$ cat src/hw/rtl/mpsc_pkg.sv
// Package for the minimum perfect square count block.
// Holds the widths, step addresses, control word layout and microcode ROM.
// No dependencies.
`default_nettype none

package mpsc_pkg;

    localparam int MAX_TARGET_DEFAULT = 16383;
    localparam int TARGET_W = 14;
    localparam int COUNT_W = 3;
    localparam int STEP_W = 3;

    typedef logic [STEP_W-1:0] step_t;

    localparam step_t STEP_WAIT  = 3'd0;
    localparam step_t STEP_CHECK = 3'd1;
    localparam step_t STEP_SEED  = 3'd2;
    localparam step_t STEP_ROOT  = 3'd3;
    localparam step_t STEP_FILL  = 3'd4;
    localparam step_t STEP_OUT   = 3'd5;

    typedef enum logic [2:0] {
        COND_NONE,
        COND_NO_INPUT,
        COND_SHORT_TARGET,
        COND_SEED_LAST,
        COND_ROOT_MORE,
        COND_ROW_LAST,
        COND_OUT_BUSY
    } cond_t;

    typedef struct packed {
        logic  in_ready;
        logic  seed_write;
        logic  root_step;
        logic  fill_write;
        logic  res_short;
        logic  out_load;
        logic  row_init;
        cond_t cond;
        step_t jmp_addr;
        step_t next_addr;
    } ucode_t;

    typedef struct packed {
        logic no_input;
        logic short_target;
        logic seed_last;
        logic root_more;
        logic row_last;
        logic out_busy;
    } status_t;

    function automatic ucode_t ucode_rom(input step_t addr);
        ucode_t w;
        w = '0;
        w.cond = COND_NONE;
        unique case (addr)
            STEP_WAIT:
            begin
                w.in_ready  = 1'b1;
                w.cond      = COND_NO_INPUT;
                w.jmp_addr  = STEP_WAIT;
                w.next_addr = STEP_CHECK;
            end
            STEP_CHECK:
            begin
                w.res_short = 1'b1;
                w.cond      = COND_SHORT_TARGET;
                w.jmp_addr  = STEP_OUT;
                w.next_addr = STEP_SEED;
            end
            STEP_SEED:
            begin
                w.seed_write = 1'b1;
                w.row_init   = 1'b1;
                w.cond       = COND_SEED_LAST;
                w.jmp_addr   = STEP_ROOT;
                w.next_addr  = STEP_SEED;
            end
            STEP_ROOT:
            begin
                w.root_step = 1'b1;
                w.cond      = COND_ROOT_MORE;
                w.jmp_addr  = STEP_ROOT;
                w.next_addr = STEP_FILL;
            end
            STEP_FILL:
            begin
                w.fill_write = 1'b1;
                w.row_init   = 1'b1;
                w.cond       = COND_ROW_LAST;
                w.jmp_addr   = STEP_OUT;
                w.next_addr  = STEP_ROOT;
            end
            STEP_OUT:
            begin
                w.out_load  = 1'b1;
                w.cond      = COND_OUT_BUSY;
                w.jmp_addr  = STEP_OUT;
                w.next_addr = STEP_WAIT;
            end
            default:
            begin
                w.next_addr = STEP_WAIT;
            end
        endcase
        return w;
    endfunction

endpackage

`default_nettype wire

$ cat src/hw/rtl/mpsc_seq.sv
// Microcode sequencer: step counter, control word ROM and conditional jumps.
// Depends on mpsc_pkg.
`default_nettype none

module mpsc_seq
    import mpsc_pkg::*;
(
    input  wire logic    clk,
    input  wire logic    rst_n,
    input  wire status_t status,
    output ucode_t       ctrl
);

    step_t pc_reg;
    step_t pc_next;
    logic  taken;

    assign ctrl = ucode_rom(pc_reg);

    always_comb
    begin
        taken = 1'b0;
        unique case (ctrl.cond)
            COND_NONE:         taken = 1'b0;
            COND_NO_INPUT:     taken = status.no_input;
            COND_SHORT_TARGET: taken = status.short_target;
            COND_SEED_LAST:    taken = status.seed_last;
            COND_ROOT_MORE:    taken = status.root_more;
            COND_ROW_LAST:     taken = status.row_last;
            COND_OUT_BUSY:     taken = status.out_busy;
            default:           taken = 1'b0;
        endcase
        pc_next = taken ? ctrl.jmp_addr : ctrl.next_addr;
    end

    always_ff @(posedge clk or negedge rst_n)
    begin
        if (!rst_n)
        begin
            pc_reg <= STEP_WAIT;
        end
        else
        begin
            pc_reg <= pc_next;
        end
    end

endmodule

`default_nettype wire

$ cat config.mk
export PLATFORM = sky130hd
export DESIGN_NAME = mpsc_seq
export DESIGN_NICKNAME = d
export VERILOG_FILES = /design/src/hw/rtl/mpsc_pkg.sv /design/src/hw/rtl/mpsc_seq.sv
export SDC_FILE = /design/constraint.sdc
export NUM_CORES = 1
export LEC_CHECK = 0
export ABC_CLOCK_PERIOD_IN_PS = 1300
export BUFFER_PORTS_ARGS = -buffer_cell sky130_fd_sc_hd__buf_2
export CORE_AREA = 4 4 41 43
export DETAILED_ROUTE_END_ITERATION = 10
export DIE_AREA = 0 0 45 47
export GPL_ROUTABILITY_DRIVEN = 1
export PLACE_DENSITY_LB_ADDON = 0.1
export SYNTH_ARGS = -nofsm -noshare
export SYNTH_HDL_FRONTEND = slang
export SYNTH_SLANG_ARGS = --single-unit
export TNS_END_PERCENT = 10
$ cat constraint.sdc
create_clock -name clk -period 1.3 [get_ports clk]
set_input_delay 0.065 -clock clk [delete_from_list [all_inputs] [get_ports clk]]
set_output_delay 0.065 -clock clk [all_outputs]
set_load 0.03 [all_outputs]
* Yosys cells after proc, flatten, opt, wreduce, memory -nomap -nowiden
Cells that the tools add are included.
W data, S select, Z words.
** Word-level totals
- Bits in registers :: 3
- Memory bits (writable) :: 0
- Input bits :: 8
- Memories :: 0
- Bits in read-only memories :: 0
- Bits in latches :: 0
- Output and inout bits :: 16
- Logic and storage cells :: 26
** Operators by class
- Eq/ne operators :: 11
- Magnitude comparators :: 0
- Div/mod/pow operators :: 0
- Bitwise gates (word level) :: 0
- Reduce and logical (&&, ||, !) cells :: 3
- Add/subtract/negate cells :: 0
- Shift-type cells :: 0
- Multiplexer cells :: 11
- $mul :: 0
** Operators with widths (number)
- $pmux W6 S6 :: 1
- $eq A3 B3 Y1 const B :: 5
- $eq A3 B2 Y1 const B :: 4
- $pmux W3 S4 :: 1
- $mux W1 :: 7
- $eq A3 B1 Y1 const B :: 2
- $pmux W1 S6 :: 1
- $reduce_or A2 Y1 :: 2
- $logic_not A3 Y1 :: 1
- $mux W3 :: 1

* Logic depth before layout (Yosys ltp)
Gate-level depths: netlist of the first run.
- Word-level depth :: 5
- Gate-level depth with buffers :: 4
- Gate-level depth less buffers :: 4

* Worst setup path before layout of the first run
No wires, ideal clock.
- Kind :: register to output
- Start point :: register pc_reg[2]
- End point :: output ctrl[1] (netlist name)
- Arrival time :: 1.483 ns
- Setup slack :: -0.248 ns
- Stages on the path, launching flop included :: 4
- Data required time :: 1.235 ns
- Path buffers :: 0
- Cells stage by stage :: dfrtp_1 nand2b_2 a21oi_1 or2_1
** RTL lines
- from (decl) :: RTL line mpsc_seq.sv:14 : step_t pc_reg;
- from (signal assigned) :: RTL line mpsc_seq.sv:44 : pc_reg <= pc_next;
- to (decl) :: RTL line mpsc_seq.sv:11 : output ucode_t ctrl

==> out/qor.yml, run 1 <==
outcome:
  status: "finished with violations"
  violations: "setup timing"
floorplanning:
  die_w_um: 45
  row_count: 13
  die_h_um: 47
  die-area_um2: 2120
  initial_utilization: 0.251
  core_area_um2: 1300
  pin_count: 24
critical_path:
  r2r_cells: 5
  arrival_ns: 1.24
  rrSetupSlack_ns: 0.15
  critPathKind: "flop to output port"
  path_cells: "buf_4 -> nor3_4 -> a21oi_1 -> buf_4"
  crit_buf_inv: 2
  crit_family: "flip-flops"
  critPathMaxFanout: 6
  start_kind: "flop"
  crit_path_end_kind: "output port"
  path_common_cell: "buf_4"
  worst_r2r_endpoint: "pc_reg[2]"
  max_stage_delay_ns: 0.44
  slowest_stage: "dfrtp_2"
  required_ns: 1.24
  crit_cells: 4
  reg2reg_from: "pc_reg[0]"
final_layout:
  drive_gt1_frac: 0.635
  area_delta_synth_final_pct: 83.9
  diodes: 0
  largest_reg_flops: 3
  seqCellArea_um2: 78.8
  multiInputGateArea_um2: 238
  nets: 83
  final_core_util: 0.462
  n_fill_cell: 137
routing:
  viasPerCell: 4.63
  drc: 0
  wl_per_cell_um: 11.1
  finalWirelength_um: 985
  via_count: 412
  firstDrtPassIters: 4
  drt_iter0_drc: 5
  drtAntennaViolNets: 0
synth:
  synth-seq-cells: 3
  syn_nets: 49
  syn_inst: 41
  seq_area_frac_synth: 0.230
  synth_area_um2: 327
  postSynthAreaPerCell_um2: 7.96
  synth-warning-count: 0
  yosysUniqueCellTypes: 25
timing:
  rsz0062_at_grt: "yes"
  fin_skew_ns: 0.00105
  period_minus_slack_ns: 1.31
  worst_pin_slew_ns: 0.229
  setup-violations-final: 2
  final_max_slew_viol_count: 0
  tns_ns: -0.0144
  fmax_mhz: 765
  final_hold_viol_count: 0
  maxSlewHeadroom: 0.847
  period_share: 1.01
  postLayoutSetupSlackWorst_ns: -0.00745
cts:
  cts-root-buf: "clkbuf_4"
  clock_latency_ns: 0.24
  cts.sink_count: 3
  htree_levels: 1
  cts_made_buffers: 3
  clk_path_buf_depth: 2
  cts_tree: "done"
  clk_pin_slew_ns: 0.04
placed_design:
  place_congestion: 0.717
  io_buffers: 23
  hpwlAfterDp_um: 741
  place_ws_ns: 0.0454
min_path:
  min_delay_path_depth: 2
  hold_path.startpoint: "status[1]"
  hold_path_class: "input pin to flop"
  whs_endpoint: "pc_reg[1]"
global_routing:
  grt.overflow.total: 0
  grt_pass1_wl_um: 1540
  grt_max_degree: 7
  antenna_found_initial: 0
  grt_util_all_layers: 0.104
  grt_pass1_vias: 357
job:
  cap_violations: 0
routing by layer:
| layer | wire length (µm) | track usage | vias to the layer above |
|---|---|---|---|
| li1 | - | - | 205 |
| met1 | 363 | 0.112 | 183 |
| met2 | 499 | 0.178 | 24 |
| met3 | 122 | 0.0307 | 0 |
| met4 | 0 | 0.0702 | 0 |
| met5 | 0 | 0 | - |
timing repair:
item                                    4_1_cts  5_1_grt
resized for setup                            12       12
setup buffers                                 3        0
hold endpoints to repair                      3        0
hold buffers                                  1        0
endpoints found under the setup margin       15       10
Yosys cell counts (all sizes together):
library cell / instances / share of area
and3b: 1 / 0.027
and2: 1 / 0.019
mux2: 1 / 0.034
o21ai: 1 / 0.015
nand2: 3 / 0.042
o21ba: 1 / 0.031
o32ai: 2 / 0.077
or2: 1 / 0.019
inv: 4 / 0.046
dfrtp: 3 / 0.23
nor3b: 1 / 0.023
buf: 3 / 0.080
nor3: 1 / 0.031
a21oi: 4 / 0.061
o22ai: 2 / 0.038
mux2i: 1 / 0.031
nand2b: 3 / 0.065
nor2: 6 / 0.069
nor2b: 2 / 0.061
area by class of cell:
type / count / area share
clock buffers: 4 / 0.0438
flip-flops and latches: 3 / 0.131
multi-input cells: 31 / 0.396
well taps: 15 / 0.0313
inverters: 4 / 0.0250
repair buffers: 32 / 0.373
worst register-to-register path: stages, from the launching register on:
cell     delay [ns]
dfrtp_2        0.42
buf_4          0.15
buf_4          0.14
and3b_1        0.20
a21oi_1        0.04
o22ai_1        0.11
placed cells by master (no fill, tap or decap), types with 2 or more instances in the layout:
master | synthesis | layout
dfrtp_2 | 0 | 3
buf_4 | 2 | 11
o22ai_1 | 2 | 2
nor2_1 | 6 | 4
inv_1 | 3 | 3
nand2_1 | 2 | 2
nor2_2 | 0 | 2
nand2b_4 | 0 | 2
buf_2 | 0 | 15
a21oi_1 | 4 | 3
clkbuf_4 | 0 | 3
buf_6 | 1 | 5
per-stage QoR:
| step | hold WS, ns | cells | area [µm²] |
|---|---|---|---|
| after floorplan | -0.231 | 41 | 335 |
| after global placement | -0.137 | 81 | 480 |
| after detailed placement | -0.139 | 81 | 480 |
| after CTS | 0.0319 | 89 | 572 |
| after global routing | 0.0304 | 89 | 601 |
| final | 0.0363 | 89 | 601 |
worst max path at each step:
stage | start | endpoint | slack [ns]
2_1_floorplan | pc_reg[0] | ctrl[3] | -0.09
3_3_place_gp | pc_reg[0] | pc_reg[0] | -0.006
3_5_place_dp | pc_reg[0] | pc_reg[0] | 0.05
4_1_cts | pc_reg[2] | ctrl[15] | -0.03
5_1_grt | pc_reg[2] | ctrl[3] | -0.07
6_report | pc_reg[2] | ctrl[3] | -0.007
cells by family after synthesis:
logic type      after synthesis  synth area share
flops                         3             0.230
compound gates               10             0.222
buf+inv                       7             0.126
simple gates                 19             0.356
mux                           2            0.0651
Power of run 1 is not shown: default switching activity piles up to over one toggle a cycle in this logic, so the estimate is an artifact.
==> run 2: changes to the inputs <==
Settings changed: ABC_CLOCK_PERIOD_IN_PS 1300 to 1500, CTS_BUF_LIST set to sky130_fd_sc_hd__clkbuf_4 sky130_fd_sc_hd__clkbuf_8 sky130_fd_sc_hd__clkbuf_16.
Clock period 1.3 ns to 1.5 ns, I/O delays scaled along.
==> out/qor.yml, run 2 (synthesized netlist as in run 1, its figures left out) <==
final_layout:
  layout_commonest_cell: "buf_2"
  nets: 77
  diodes: 0
  n_fill_cell: 148
  multiInputGateArea_um2: 224
  layout.cells.non_filler: 83
  largest_reg_flops: 3
  area_delta_synth_final_pct: 55.6
  final_core_util: 0.390
  seqCellArea_um2: 77.6
  final_cell_mix: "buf_2, nor2_1, clkbuf_4, inv_1, a21oi_1"
  drive_gt1_frac: 0.588
critical_path:
  slowest_stage: "dfrtp_1"
  critPathKind: "flop to output port"
  crit_family: "flip-flops"
  arrival_ns: 1.34
  start_kind: "flop"
  crit_path_end_kind: "output port"
  critPathMaxFanout: 5
  crit_buf_inv: 1
  r2r_cells: 3
  required_ns: 1.42
  path_cells: "nand2b_2 -> a21oi_2 -> or2_1 -> clkbuf_4"
  max_stage_delay_ns: 0.42
  crit_cells: 4
routing:
  finalWirelength_um: 866
  drtAntennaViolNets: 0
  wl_per_cell_um: 10.4
  viasPerCell: 4.35
  firstDrtPassIters: 4
  drc: 0
  via_count: 361
  drt_iter0_drc: 6
timing:
  worst_pin_slew_ns: 0.302
  setup-violations-final: 0
  period_minus_slack_ns: 1.41
  period_share: 0.943
  fin_skew_ns: 0.00340
  rsz0062_at_grt: "no"
  maxSlewHeadroom: 0.799
  final_hold_viol_count: 0
  postLayoutSetupSlackWorst_ns: 0.0860
  fmax_mhz: 707
  final_max_slew_viol_count: 0
  tns_ns: 0
floorplanning:
  pin_count: 24
  initial_utilization: 0.251
  row_count: 13
  die_h_um: 47
  die_w_um: 45
  core_area_um2: 1300
  die-area_um2: 2120
global_routing:
  grt_util_all_layers: 0.0950
  grt_pass1_vias: 330
  grt.overflow.total: 0
  grt_max_degree: 18
  grt_pass1_wl_um: 1410
  antenna_found_initial: 0
cts:
  clock_latency_ns: 0.23
  cts_tree: "done"
  cts-root-buf: "clkbuf_4"
  clk_pin_slew_ns: 0.04
  cts_made_buffers: 3
  cts.sink_count: 3
  htree_levels: 1
  clk_path_buf_depth: 2
placed_design:
  hpwlAfterDp_um: 709
  io_buffers: 23
  place_congestion: 0.683
  place_ws_ns: 0.180
  dp.cells: 78
min_path:
  hold_path_class: "input pin to flop"
  min_delay_path_depth: 2
job:
  cap_violations: 0
outcome:
  status: "completed"
## run 2: cell count changes in the layout (fill, tap and decap cells not counted), sizes merged
| cell | delta |
|---|---|
| clkbuf | +1 |
| buf | -7 |
## run 2: stage by stage
step	instance area [µm²]	hold WS, ns
floorplan	333	-0.221
global placement	455	-0.126
detailed placement	455	-0.127
CTS	498	0.0707
global route	508	0.0678
finish	508	0.0688
## run 2: metal layers
metal / wire length [µm] / share of wire / vias to the layer above / track usage
li1: - / - / 191 / -
met1: 397 / 0.46 / 152 / 0.114
met2: 353 / 0.41 / 18 / 0.144
met3: 115 / 0.13 / 0 / 0.0498
met4: 0 / 0 / 0 / 0.0351
met5: 0 / 0 / - / 0
## run 2: worst paths after layout
check / startpoint / to / slack [ns]
worst max-delay path: pc_reg[2] / ctrl[1] / 0.09
worst min-delay path: status[1] / pc_reg[1] / 0.07
worst max register to register: pc_reg[0] / pc_reg[0] / 0.30
worst min register to register: pc_reg[1] / pc_reg[2] / 0.56
max in group asynchronous: rst_n / pc_reg[0] / 1.22
min in group asynchronous: rst_n / pc_reg[2] / 0.17
## run 2: cell type report
| class | count | share of cell area |
|---|---|---|
| sequential | 3 | 0.153 |
| inverter | 4 | 0.0296 |
| tap | 15 | 0.0369 |
| timing repair buffer | 26 | 0.281 |
| clock buffer | 4 | 0.0591 |
| multi-input combinational | 31 | 0.441 |
## run 2: repair_timing
item	CTS	global route
buffers inserted	0	0
hold endpoints to repair	3	0
setup endpoints to repair	1	1
gates cloned	0	0
hold buffers	1	0
resized for setup	2	3
Power of run 2 is left out for the same reason.
==> run 3: changes to the inputs <==
Settings changed: RECOVER_POWER set to 25.
==> out/qor.yml, run 3 (synthesized netlist as in run 1, its figures left out) <==
placed_design:
  place_congestion: 0.683
  hpwlAfterDp_um: 709
  dp.cells: 78
  place_ws_ns: 0.180
  placed_cell_area_um2: 455
  io_buffers: 23
global_routing:
  grt_busiest_layer: "met2"
  grt_pass1_wl_um: 1410
  antenna_found_initial: 0
  grt_use_met1: 0.114
  use_met3: 0.0498
  grt_pass1_vias: 330
  grt_max_degree: 18
  met2_usage: 0.144
  grt_util_all_layers: 0.0950
  grt.overflow.total: 0
timing:
  final_max_slew_viol_count: 0
  fmax_mhz: 707
  fin_skew_ns: 0.00341
  rsz0062_at_grt: "no"
  postLayoutSetupSlackWorst_ns: 0.0860
  period_minus_slack_ns: 1.41
  worst_pin_slew_ns: 0.302
  final_hold_viol_count: 0
  period_share: 0.943
  setup-violations-final: 0
  tns_ns: 0
  maxSlewHeadroom: 0.799
final_layout:
  diodes: 0
  multiInputGateArea_um2: 224
  n_fill_cell: 148
  largest_reg_flops: 3
  final_cell_mix: "buf_2, nor2_1, clkbuf_4, inv_1, a21oi_1"
  layout_commonest_cell: "buf_2"
  nets: 77
  area_delta_synth_final_pct: 55.2
  seqCellArea_um2: 77.6
  drive_gt1_frac: 0.574
  final_cell_area_um2: 507
  layout.cells.non_filler: 83
routing:
  finalWirelength_um: 865
  firstDrtPassIters: 4
  wl_per_cell_um: 10.4
  drt_iter0_drc: 6
  viasPerCell: 4.35
  drc: 0
  via_count: 361
  drtAntennaViolNets: 0
min_path:
  min_delay_path_depth: 2
  hold_path_class: "input pin to flop"
floorplanning:
  initial_utilization: 0.251
  die-area_um2: 2120
  die_w_um: 45
  row_count: 13
  pin_count: 24
  core_area_um2: 1300
  die_h_um: 47
outcome:
  status: "completed"
cts:
  clk_path_buf_depth: 2
  clk_pin_slew_ns: 0.04
  cts.sink_count: 3
  cts-root-buf: "clkbuf_4"
  cts_tree: "done"
  clock_latency_ns: 0.23
  cts_made_buffers: 3
  htree_levels: 1
critical_path:
  start_kind: "flop"
  arrival_ns: 1.34
  r2r_cells: 3
  crit_path_end_kind: "output port"
  critPathKind: "flop to output port"
  critPathMaxFanout: 5
  required_ns: 1.42
job:
  cap_violations: 0
run 3: cell count changes in the layout (fill, tap and decap cells not counted), sizes merged:
cell | before | now
buf | 24 | 23
clkbuf | 5 | 6
run 3: worst paths after layout:
check / start / end / slack, ns
min in group asynchronous: rst_n / pc_reg[2] / 0.18
max: pc_reg[2] / ctrl[1] / 0.09
max reg2reg: pc_reg[0] / pc_reg[0] / 0.30
min reg2reg: pc_reg[1] / pc_reg[2] / 0.56
max in group asynchronous: rst_n / pc_reg[0] / 1.16
min: status[1] / pc_reg[1] / 0.07
run 3: area by class of cell:
type,count,share of cell area
tap,15,0.0370
clock buffer,4,0.0593
sequential,3,0.153
inverter,4,0.0296
multi-input combinational,31,0.442
timing repair buffer,26,0.279
run 3: critical path, stage by stage (launching register included):
cell,delay (ns)
dfrtp_1,0.42
nand2b_2,0.26
a21oi_2,0.15
or2_1,0.11
clkbuf_4,0.17
run 3: layer usage:
metal | share of wire | vias up
met5 | 0 | -
met3 | 0.13 | 0
met1 | 0.46 | 152
met2 | 0.41 | 18
li1 | - | 191
met4 | 0 | 0
run 3: metrics by stage:
stage / hold WS (ns) / utilization
final: 0.0688 / 0.389
after global routing: 0.0678 / 0.389
after CTS: 0.0707 / 0.383
after detailed placement: -0.127 / 0.350
after global placement: -0.126 / 0.350
after floorplan: -0.221 / -
run 3: timing repair:
action / in CTS / in global routing
endpoints found under the setup margin: 1 / 1
resized for setup: 2 / 3
buffers inserted: 0 / 0
hold endpoints to repair: 3 / 0
hold buffers: 1 / 0
Power of run 3 is left out for the same reason.
